[config.mk]
export PLATFORM = sky130hd
export DESIGN_NAME = sdf_in_stage
export DESIGN_NICKNAME = d
export VERILOG_FILES = /design/src/rtl/core/signed_decimal_display_formatter_top_macros.svh /design/src/rtl/core/sdf_pkg.sv /design/src/rtl/core/sdf_in_stage.sv
export SDC_FILE = /design/constraint.sdc
export NUM_CORES = 1
export LEC_CHECK = 0
export BUFFER_PORTS_ARGS = -buffer_cell sky130_fd_sc_hd__buf_2
export CORE_ASPECT_RATIO = 0.5
export CORE_MARGIN = 2
export CORE_UTILIZATION = 49
export CTS_CLUSTER_SIZE = 16
export DETAILED_ROUTE_END_ITERATION = 16
export GPL_TIMING_DRIVEN = 0
export PLACE_DENSITY_LB_ADDON = 0.15
export SYNTH_ARGS = -nofsm -noshare
export SYNTH_HDL_FRONTEND = slang
export SYNTH_SLANG_ARGS = --single-unit
export TNS_END_PERCENT = 100
[constraint.sdc]
create_clock -name aclk -period 3.3 [get_ports aclk]
set_input_delay 0.495 -clock aclk [delete_from_list [all_inputs] [get_ports aclk]]
set_output_delay 0.495 -clock aclk [all_outputs]
set_load 0.02 [all_outputs]
[src/rtl/core/signed_decimal_display_formatter_top_macros.svh]
// Assertion macros for the signed decimal display formatter.
// Used by modules that include this header; they need aclk and aresetn in scope.
`ifndef SIGNED_DECIMAL_DISPLAY_FORMATTER_TOP_MACROS_SVH
`define SIGNED_DECIMAL_DISPLAY_FORMATTER_TOP_MACROS_SVH

`ifndef SYNTHESIS
`define SDF_ASSERT_IMPL(name, ante, cons) \
    name: assert property (@(posedge aclk) disable iff (!aresetn) (ante) |-> (cons)) \
        else $error("sdf assertion failed");
`define SDF_ASSERT_NEXT(name, ante, cons) \
    name: assert property (@(posedge aclk) disable iff (!aresetn) (ante) |=> (cons)) \
        else $error("sdf assertion failed");
`else
`define SDF_ASSERT_IMPL(name, ante, cons)
`define SDF_ASSERT_NEXT(name, ante, cons)
`endif

`endif

[src/rtl/core/sdf_pkg.sv]
// Shared constants, symbol codes and types of the signed decimal display formatter.
// No dependencies; imported by every module of the block.
`timescale 1ns / 1ps

package sdf_pkg;

    localparam int DIGIT_COUNT = 8;
    localparam int NUMBER_W    = 32;
    localparam int NUM_POS     = 8;
    localparam int POS_W       = 3;
    localparam int SYM_W       = 4;

    // Largest magnitude that still fits on the display.
    localparam int OVF_LIMIT = 10 ** DIGIT_COUNT - 1;
    localparam int MAG_W     = $clog2(OVF_LIMIT + 1);

    // Reciprocal of ten, exact for every 32-bit dividend.
    localparam logic [31:0] RECIP10     = 32'hCCCC_CCCD;
    localparam int          RECIP_SHIFT = 35;

    localparam logic [POS_W-1:0] K_LAST = POS_W'(NUM_POS - 1);

    localparam logic [SYM_W-1:0] SYM_MINUS = 4'd10;
    localparam logic [SYM_W-1:0] SYM_BLANK = 4'd11;
    localparam logic [SYM_W-1:0] SYM_OVF   = 4'd12;

    typedef struct packed {
        logic             neg;
        logic             ovf;
        logic [MAG_W-1:0] mag;
    } sdf_item_t;

endpackage

[src/rtl/core/sdf_in_stage.sv]
// Input register of the formatter: holds one number and splits it into sign,
// magnitude and overflow flag. Depends on sdf_pkg.
`timescale 1ns / 1ps

module sdf_in_stage
    import sdf_pkg::*;
(
    input  logic                aclk,
    input  logic                aresetn,
    input  logic                s_axis_tvalid,
    output logic                s_axis_tready,
    input  logic [NUMBER_W-1:0] s_axis_tdata,
    output logic                item_valid,
    input  logic                item_take,
    output sdf_item_t           item
);

    logic                in_valid_reg;
    logic                in_valid_next;
    logic [NUMBER_W-1:0] in_number_reg;
    logic [NUMBER_W-1:0] mag_full;
    logic                accept;

    assign s_axis_tready = !in_valid_reg || item_take;
    assign accept        = s_axis_tvalid && s_axis_tready;
    assign item_valid    = in_valid_reg;

    always_comb begin
        if (accept) begin
            in_valid_next = 1'b1;
        end else if (item_take) begin
            in_valid_next = 1'b0;
        end else begin
            in_valid_next = in_valid_reg;
        end
    end

    // The most negative number negates to itself, which reads correctly as unsigned.
    always_comb begin
        item.neg = in_number_reg[NUMBER_W-1];
        mag_full = item.neg ? (NUMBER_W'(0) - in_number_reg) : in_number_reg;
        item.ovf = mag_full > NUMBER_W'(OVF_LIMIT);
        item.mag = mag_full[MAG_W-1:0];
    end

    always_ff @(posedge aclk) begin
        if (!aresetn) begin
            in_valid_reg <= 1'b0;
        end else begin
            in_valid_reg <= in_valid_next;
        end
    end

    always_ff @(posedge aclk) begin
        if (accept) begin
            in_number_reg <= s_axis_tdata;
        end
    end

endmodule

==> results of run 1 <==
## metal layers
metal | up-vias | GRT usage [%] | share of wire [%]
li1 | 860 | - | -
met1 | 868 | 31.9 | 42
met2 | 81 | 36.7 | 49
met3 | 8 | 6.18 | 8.0
met4 | 0 | 5.80 | 1.1
met5 | - | 0 | 0
## stage by stage
stage | hold WS, ns | area, sq um | instances | power [mW]
floorplan | 0.594 | 1990 | 177 | 0.665
global placement | 0.501 | 2390 | 297 | 0.741
detailed placement | 0.552 | 2390 | 297 | 0.748
CTS | 0.366 | 2650 | 315 | 1.13
global route | 0.361 | 2760 | 323 | 1.19
finish | 0.370 | 2760 | 323 | 1.14
## repair_timing
| item | CTS | global route |
|---|---|---|
| resized for setup | 16 | 13 |
| buffers inserted | 11 | 10 |
| setup endpoints to repair | 8 | 10 |
| pin swaps | 6 | 8 |
## synthesized netlist by cell type, drive strengths merged, types with 2 or more instances
cell type and n:
or4 4, clkbuf 10, nor4b 2, nand2b 4
nand4b 2, o21ai 10, nand4 3, xnor2 26
o31ai 11, o41ai 3, a31oi 2, edfxtp 32
inv 5, xor2 2, a21boi 4, buf 4
nand2 10, nor4 6, nor3 4, nor2 4
or3 5, nand3 5
## final timing paths
kind	start	to	slack [ns]	cells past startpoint
min	s_axis_tdata[27]	in_number_reg[27]	0.37	1
max	in_number_reg[1]	item[27]	-0.22	11
max reg2reg	item_valid	in_number_reg[4]	1.86	2
min reg2reg	item_valid	item_valid	0.56	2
## cell type report
cell class	count	area, sq um	share of cell area (%)
Buffer	12	60.1	2.18
Clock buffer	6	72.6	2.63
Clock inverter	2	33.8	1.23
Inverter	5	18.8	0.681
Multi-Input combinational cell	125	1030	37.3
Sequential cell	33	981	35.6
Tap cell	54	67.6	2.45
Timing Repair Buffer	86	494	17.9
## kinds of logic (layout without fill, tap and decap cells)
family                     Yosys count  in the layout  share of synthesized area, %
buffers and inverters               19            111                          4.08
xor gates and xnor gates            28             28                          12.3
adders and majority gates            1              1                         0.628
AOI/OAI and AO/OA                   40             40                          15.4
DFF                                 33             33                          49.2
muxes                                1              1                         0.503
and+or+nand+nor                     55             55                          17.8
## power by group through the flow
stage                     logic, mW  clock network [mW]  registers [mW]
after detailed placement      0.222                   0           0.526
final                         0.249               0.373           0.520
after CTS                     0.235               0.378           0.519
after global routing          0.269               0.398           0.523
after global placement        0.217                   0           0.524
after floorplan               0.146                   0           0.520
==> flow_summary.ini, run 1 <==
[timing]
setup_total_neg_slack_ns = -0.216
fin_worst_skew_ns = 0.00439
grt_setup_unrepaired = true
hold_viol_final = 0
min_period_over_period_pct = 107
setup-violations-final = 1
slew_viol_final = 0
slew_headroom_pct = 50.6
postLayoutSetupSlackWorst_ns = -0.216
maxClockFrequency_mhz = 284
tightest_slew_ns = 0.740
layout_min_cycle_time_ns = 3.52

[die]
die_y_um = 49.1
start_util_pct = 51.0
dieWidth_um = 94.2
ioPinCount = 67
total_number_of_placement_rows = 16
design.core.area_sq_um = 3900
die-area_sq_um = 4620

[flow_run]
max_cap_viol_count = 0

[power_and_ir_drop]
clock_power_share_pct = 32.6
p_leak_nw = 1.06
seq_power_share_pct = 45.5
power.combinational.fraction_pct = 21.8
power_density_nw_per_um2 = 414
switching_power_mw = 0.323
power.ir.vdd_worst_mv = 0.260
internal_power_mw = 0.819
power.switching_fraction_pct = 28.3

[routing]
detail_route.iter0.violations = 88
firstDrtPassIters = 4
wl_per_cell_um = 16.2
finalWirelength_um = 5230
route.antenna.remaining_nets = 0
dr_total_vias = 1817
drt_drc_violations_left = 0
via_per_inst = 5.63

[setup_path]
cp-start-kind = register
crit_path_category = reg -> out
worstPathRequired_ns = 2.80
crit_fanout = 4
cpPeakStageDelay_ns = 0.41
critical-path-slowest-cell = sky130_fd_sc_hd__edfxtp_1
crit_chain = inv_1, ha_2, nor3b_4, buf_4, nand4_1, o31ai_2, xnor2_1, o41a_1, a221o_1, a311o_1, buf_6
end_kind = primary output
worst-path-buf-inv = 3
crit_path_arrival_time_ns = 3.02
cell_family_with_most_cp_delay = compound AO/OA/AOI/OAI gates

[logic_synthesis]
yosys_most_used_dff = sky130_fd_sc_hd__edfxtp_1
number_of_distinct_library_cells_after_synthesis = 49
largest_cells_by_area_after_synthesis = sky130_fd_sc_hd__edfxtp_1 48%, sky130_fd_sc_hd__xnor2_1 11%, sky130_fd_sc_hd__o31ai_1 3.8%
synth_sequential_area_ratio_pct = 49.2
yosys.area.top_type_share_pct = 48.2
yosysTopAreaCell = sky130_fd_sc_hd__edfxtp_1
synth.avg_cell_area_sq_um = 11.3
yosys_register_bits = 33
synth_nets = 214
netlist_area_sq_um = 1990
synth_enable_flop_cells = 32
async_reset_ff_share_pct = 0
post_synth_inst_count = 177
ys.warnings.count = 0

[clock_tree]
cts_buffers = 5
cts-root-buf = sky130_fd_sc_hd__clkbuf_8
clkTransAtPathRegs_ns = 0.07
cts_tree = done
clk-insertion-delay-late_ns = 0.29
cts_htree_levels = 2
cts_sinks = 33
hold_buffers = 0
cts_buffer_depth = 2

[cells_and_area]
finalNetCount = 305
final_core_utilization_pct = 70.6
final_layout_size_suffix_gt1_share_pct = 43.5
antenna_cells_inserted = 0
mostFrequentLayoutCell = sky130_fd_sc_hd__buf_2
layout.cells.most_common_list = 66 x sky130_fd_sc_hd__buf_2, 32 x sky130_fd_sc_hd__edfxtp_1, 26 x sky130_fd_sc_hd__xnor2_1, 21 x sky130_fd_sc_hd__buf_4, 9 x sky130_fd_sc_hd__nand2_1
areaGrowthSynthToFinish_pct = 38.4
largest_register_ff_count = 32
fillers = 308

[grt]
antenna_found_initial = 0
grt_usage_pct = 23.1
first_pass_grt_wire_length_um = 8030
pin_count_of_the_biggest_net_entering_global_routing = 33
overflow = 0
via_count_of_the_first_global_routing_pass = 1684

[status]
violated_checks = setup timing
status = finished, violations left

[worst_hold_path]
min-delay-path-class = in -> reg

[placed_design]
worst_slack_at_placement_ns = -0.334
place_hpwl_um = 3400
placement.io_buffers = 66
gp_routability_congestion = 0.852
No activity file was read; power rests on OpenSTA's default activity.
==> inputs of run 2 (changes only) <==
--- a/config.mk
+++ b/config.mk
@@ -5,6 +5,7 @@
 export SDC_FILE = /design/constraint.sdc
 export NUM_CORES = 1
 export LEC_CHECK = 0
+export ABC_AREA = 1
 export BUFFER_PORTS_ARGS = -buffer_cell sky130_fd_sc_hd__buf_2
 export CORE_ASPECT_RATIO = 0.5
 export CORE_MARGIN = 2
==> flow_summary.ini, run 2 <==
[grt]
via_count_of_the_first_global_routing_pass = 1996
pin_count_of_the_biggest_net_entering_global_routing = 32
grt_usage_pct = 24.2
antenna_found_initial = 0
overflow = 0
first_pass_grt_wire_length_um = 9470

[clock_tree]
cts_htree_levels = 2
hold_buffers = 0
cts_buffers = 5
cts-root-buf = sky130_fd_sc_hd__clkbuf_8
cts_buffer_depth = 2
post_cts_buffers = 0
clkTransAtPathRegs_ns = 0.07
cts_sinks = 33
clk-insertion-delay-late_ns = 0.29
cts_resized = 0
cts_tree = done

[timing]
layout_min_cycle_time_ns = 2.86
grt_setup_unrepaired = false
slew_headroom_pct = 83.7
setup_total_neg_slack_ns = 0
maxClockFrequency_mhz = 350
postLayoutSetupSlackWorst_ns = 0.442
fin_worst_hold_slack_ns = 0.373
hold_viol_final = 0
fin_worst_skew_ns = 0.00810
tightest_slew_ns = 0.242
setup-violations-final = 0
slew_viol_final = 0
min_period_over_period_pct = 86.6

[worst_hold_path]
min-delay-path-class = in -> reg
min_delay_src = s_axis_tdata[6]
hold-path-endpoint = in_number_reg[6]
worst_hold_path.num_cells = 1

[logic_synthesis]
yosysTopAreaCell = sky130_fd_sc_hd__edfxtp_1
synth_enable_flop_cells = 32
ys_top_cells_by_count = 77 x sky130_fd_sc_hd__nand2_1, 42 x sky130_fd_sc_hd__nor2_1, 35 x sky130_fd_sc_hd__inv_1
yosysMostFrequentCell = sky130_fd_sc_hd__nand2_1
largest_cells_by_area_after_synthesis = sky130_fd_sc_hd__edfxtp_1 41%, sky130_fd_sc_hd__nand2_1 12%, sky130_fd_sc_hd__nor2_1 6.7%
synth-xor-area-share_pct = 4.84
synth_top_family_by_area = simple AND/OR/NAND/NOR gates
yosys_register_bits = 33
synth.avg_cell_area_sq_um = 7.82
muxShareOfSynthArea_pct = 0
yosys.area.top_type_share_pct = 40.8
post_synth_inst_count = 301
yosys_most_used_dff = sky130_fd_sc_hd__edfxtp_1
async_reset_ff_share_pct = 0
synth_adder_area_share_pct = 0.531
ys.warnings.count = 0
number_of_distinct_library_cells_after_synthesis = 28
synth_compound_area_share_pct = 3.45
netlist_area_sq_um = 2350
synth_nets = 338
synth_sequential_area_ratio_pct = 41.7
synth-simple-area-share_pct = 41.7

[cells_and_area]
mostFrequentLayoutCell = sky130_fd_sc_hd__nand2_1
final_cells = 442
finalNetCount = 412
areaGrowthSynthToFinish_pct = 23.4
largest_register_ff_count = 32
layout.cells.most_common_list = 77 x sky130_fd_sc_hd__nand2_1, 69 x sky130_fd_sc_hd__buf_2, 42 x sky130_fd_sc_hd__nor2_1, 35 x sky130_fd_sc_hd__inv_1, 32 x sky130_fd_sc_hd__edfxtp_1
layout.cell_area.non_filler_sq_um = 2910
antenna_cells_inserted = 0
final_core_utilization_pct = 64.5
final_layout_size_suffix_gt1_share_pct = 33.2

[flow_run]
max_cap_viol_count = 0

[placed_design]
placement.io_buffers = 66
place_area_sq_um = 2800
gp_routability_congestion = 0.926
worst_slack_at_placement_ns = 0.732
place.detailed.instances = 434
place_hpwl_um = 4760

[setup_path]
crit_path_arrival_time_ns = 2.36
r2r_start = item_valid
crit_path_category = reg -> out
crit_chain = inv_1, ha_1, nand3_4, nor2_8, nand3_4, nand2_4, xnor2_1, nand3_1, nor2_1, nand3_1, nand2_1, buf_2
setup.worst_path.start = in_number_reg[0]
critical-path-slowest-cell = sky130_fd_sc_hd__edfxtp_1
r2r_cells = 2
r2r_setup_slack_ns = 2.21
critical_path.reg2reg.endpoint = in_number_reg[23]
crit_fanout = 7
worstPathRequired_ns = 2.80
end_kind = primary output
cp-start-kind = register
cpPeakStageDelay_ns = 0.41

[die]
die_y_um = 53.0
die-area_sq_um = 5410
dieWidth_um = 102
total_number_of_placement_rows = 17
design.core.area_sq_um = 4510
start_util_pct = 52.2
ioPinCount = 67

[routing]
firstDrtPassIters = 5
detail_route.iter0.violations = 127
finalWirelength_um = 6010
via_per_inst = 4.98
drt_drc_violations_left = 0
wl_per_cell_um = 13.6
dr_total_vias = 2199
route.antenna.remaining_nets = 0

[power_and_ir_drop]
power_density_nw_per_um2 = 400
p_leak_nw = 1.37
p_total_mw = 1.16
power.ir.vdd_worst_mv = 0.219

[status]
status = finished, final reports clean
[run 2: cell count changes after synthesis, moves of 5 or more]
cell                       delta
sky130_fd_sc_hd__xnor2_1     -24
sky130_fd_sc_hd__nor2_2       +9
sky130_fd_sc_hd__inv_1       +30
sky130_fd_sc_hd__nand3_1     +22
sky130_fd_sc_hd__o31ai_1     -10
sky130_fd_sc_hd__xor2_1       +9
sky130_fd_sc_hd__clkbuf_1     -8
sky130_fd_sc_hd__or3_1        -5
sky130_fd_sc_hd__nand2_1     +67
sky130_fd_sc_hd__o21ai_1      +5
sky130_fd_sc_hd__nand2_2     +18
sky130_fd_sc_hd__nor2_1      +38
[run 2: worst max-delay path by stage]
stage | cells after the start | slack (ns) | endpoint
after floorplan | 2 | 0.76 | in_number_reg[0]
after global placement | 3 | 0.11 | in_number_reg[23]
after CTS | 12 | 0.41 | item[27]
final | 12 | 0.44 | item[27]
after detailed placement | 12 | 0.73 | item[27]
after global routing | 14 | 0.25 | item[27]
[run 2: layout make-up]
cell class / count / area [sq um]
clock inverter: 2 / 35.0
timing repair buffer: 67 / 350
inverter: 38 / 143
fill: 411 / 1600
clock buffer: 6 / 72.6
tap: 66 / 82.6
sequential: 33 / 981
buffer: 6 / 41.3
multi-input combinational: 224 / 1200
[run 2: where the power goes]
part	total, mW	internal, mW	switching [mW]
Combinational	0.263	0.0918	0.171
Clock	0.382	0.224	0.158
Sequential	0.516	0.490	0.0262
[run 2: metal layers]
layer  track usage [%]  vias to the layer above  wire length (um)
met3              5.94                       10               568
met4              7.56                        0                68
li1                  -                     1115                 -
met1              34.8                      991              2790
met2              36.0                       83              2570
met5                 0                        -                 0
[run 2: worst max-delay path: cells and delay by family (launching register included)]
kind | cells | cell delay, ns
buffers and inverters | 2 | 0.26
and+or+nand+nor | 8 | 1.02
adders and majority gates | 1 | 0.24
DFF | 1 | 0.41
xor gates and xnor gates | 1 | 0.14
[run 2: cells by family (layout without fill, tap and decap cells)]
kind of cell / count (synthesis) / after routing
fa+ha+maj: 1 / 1
simple gates: 195 / 195
xor+xnor: 13 / 13
flops: 33 / 33
buf+inv: 44 / 119
compound gates: 15 / 15
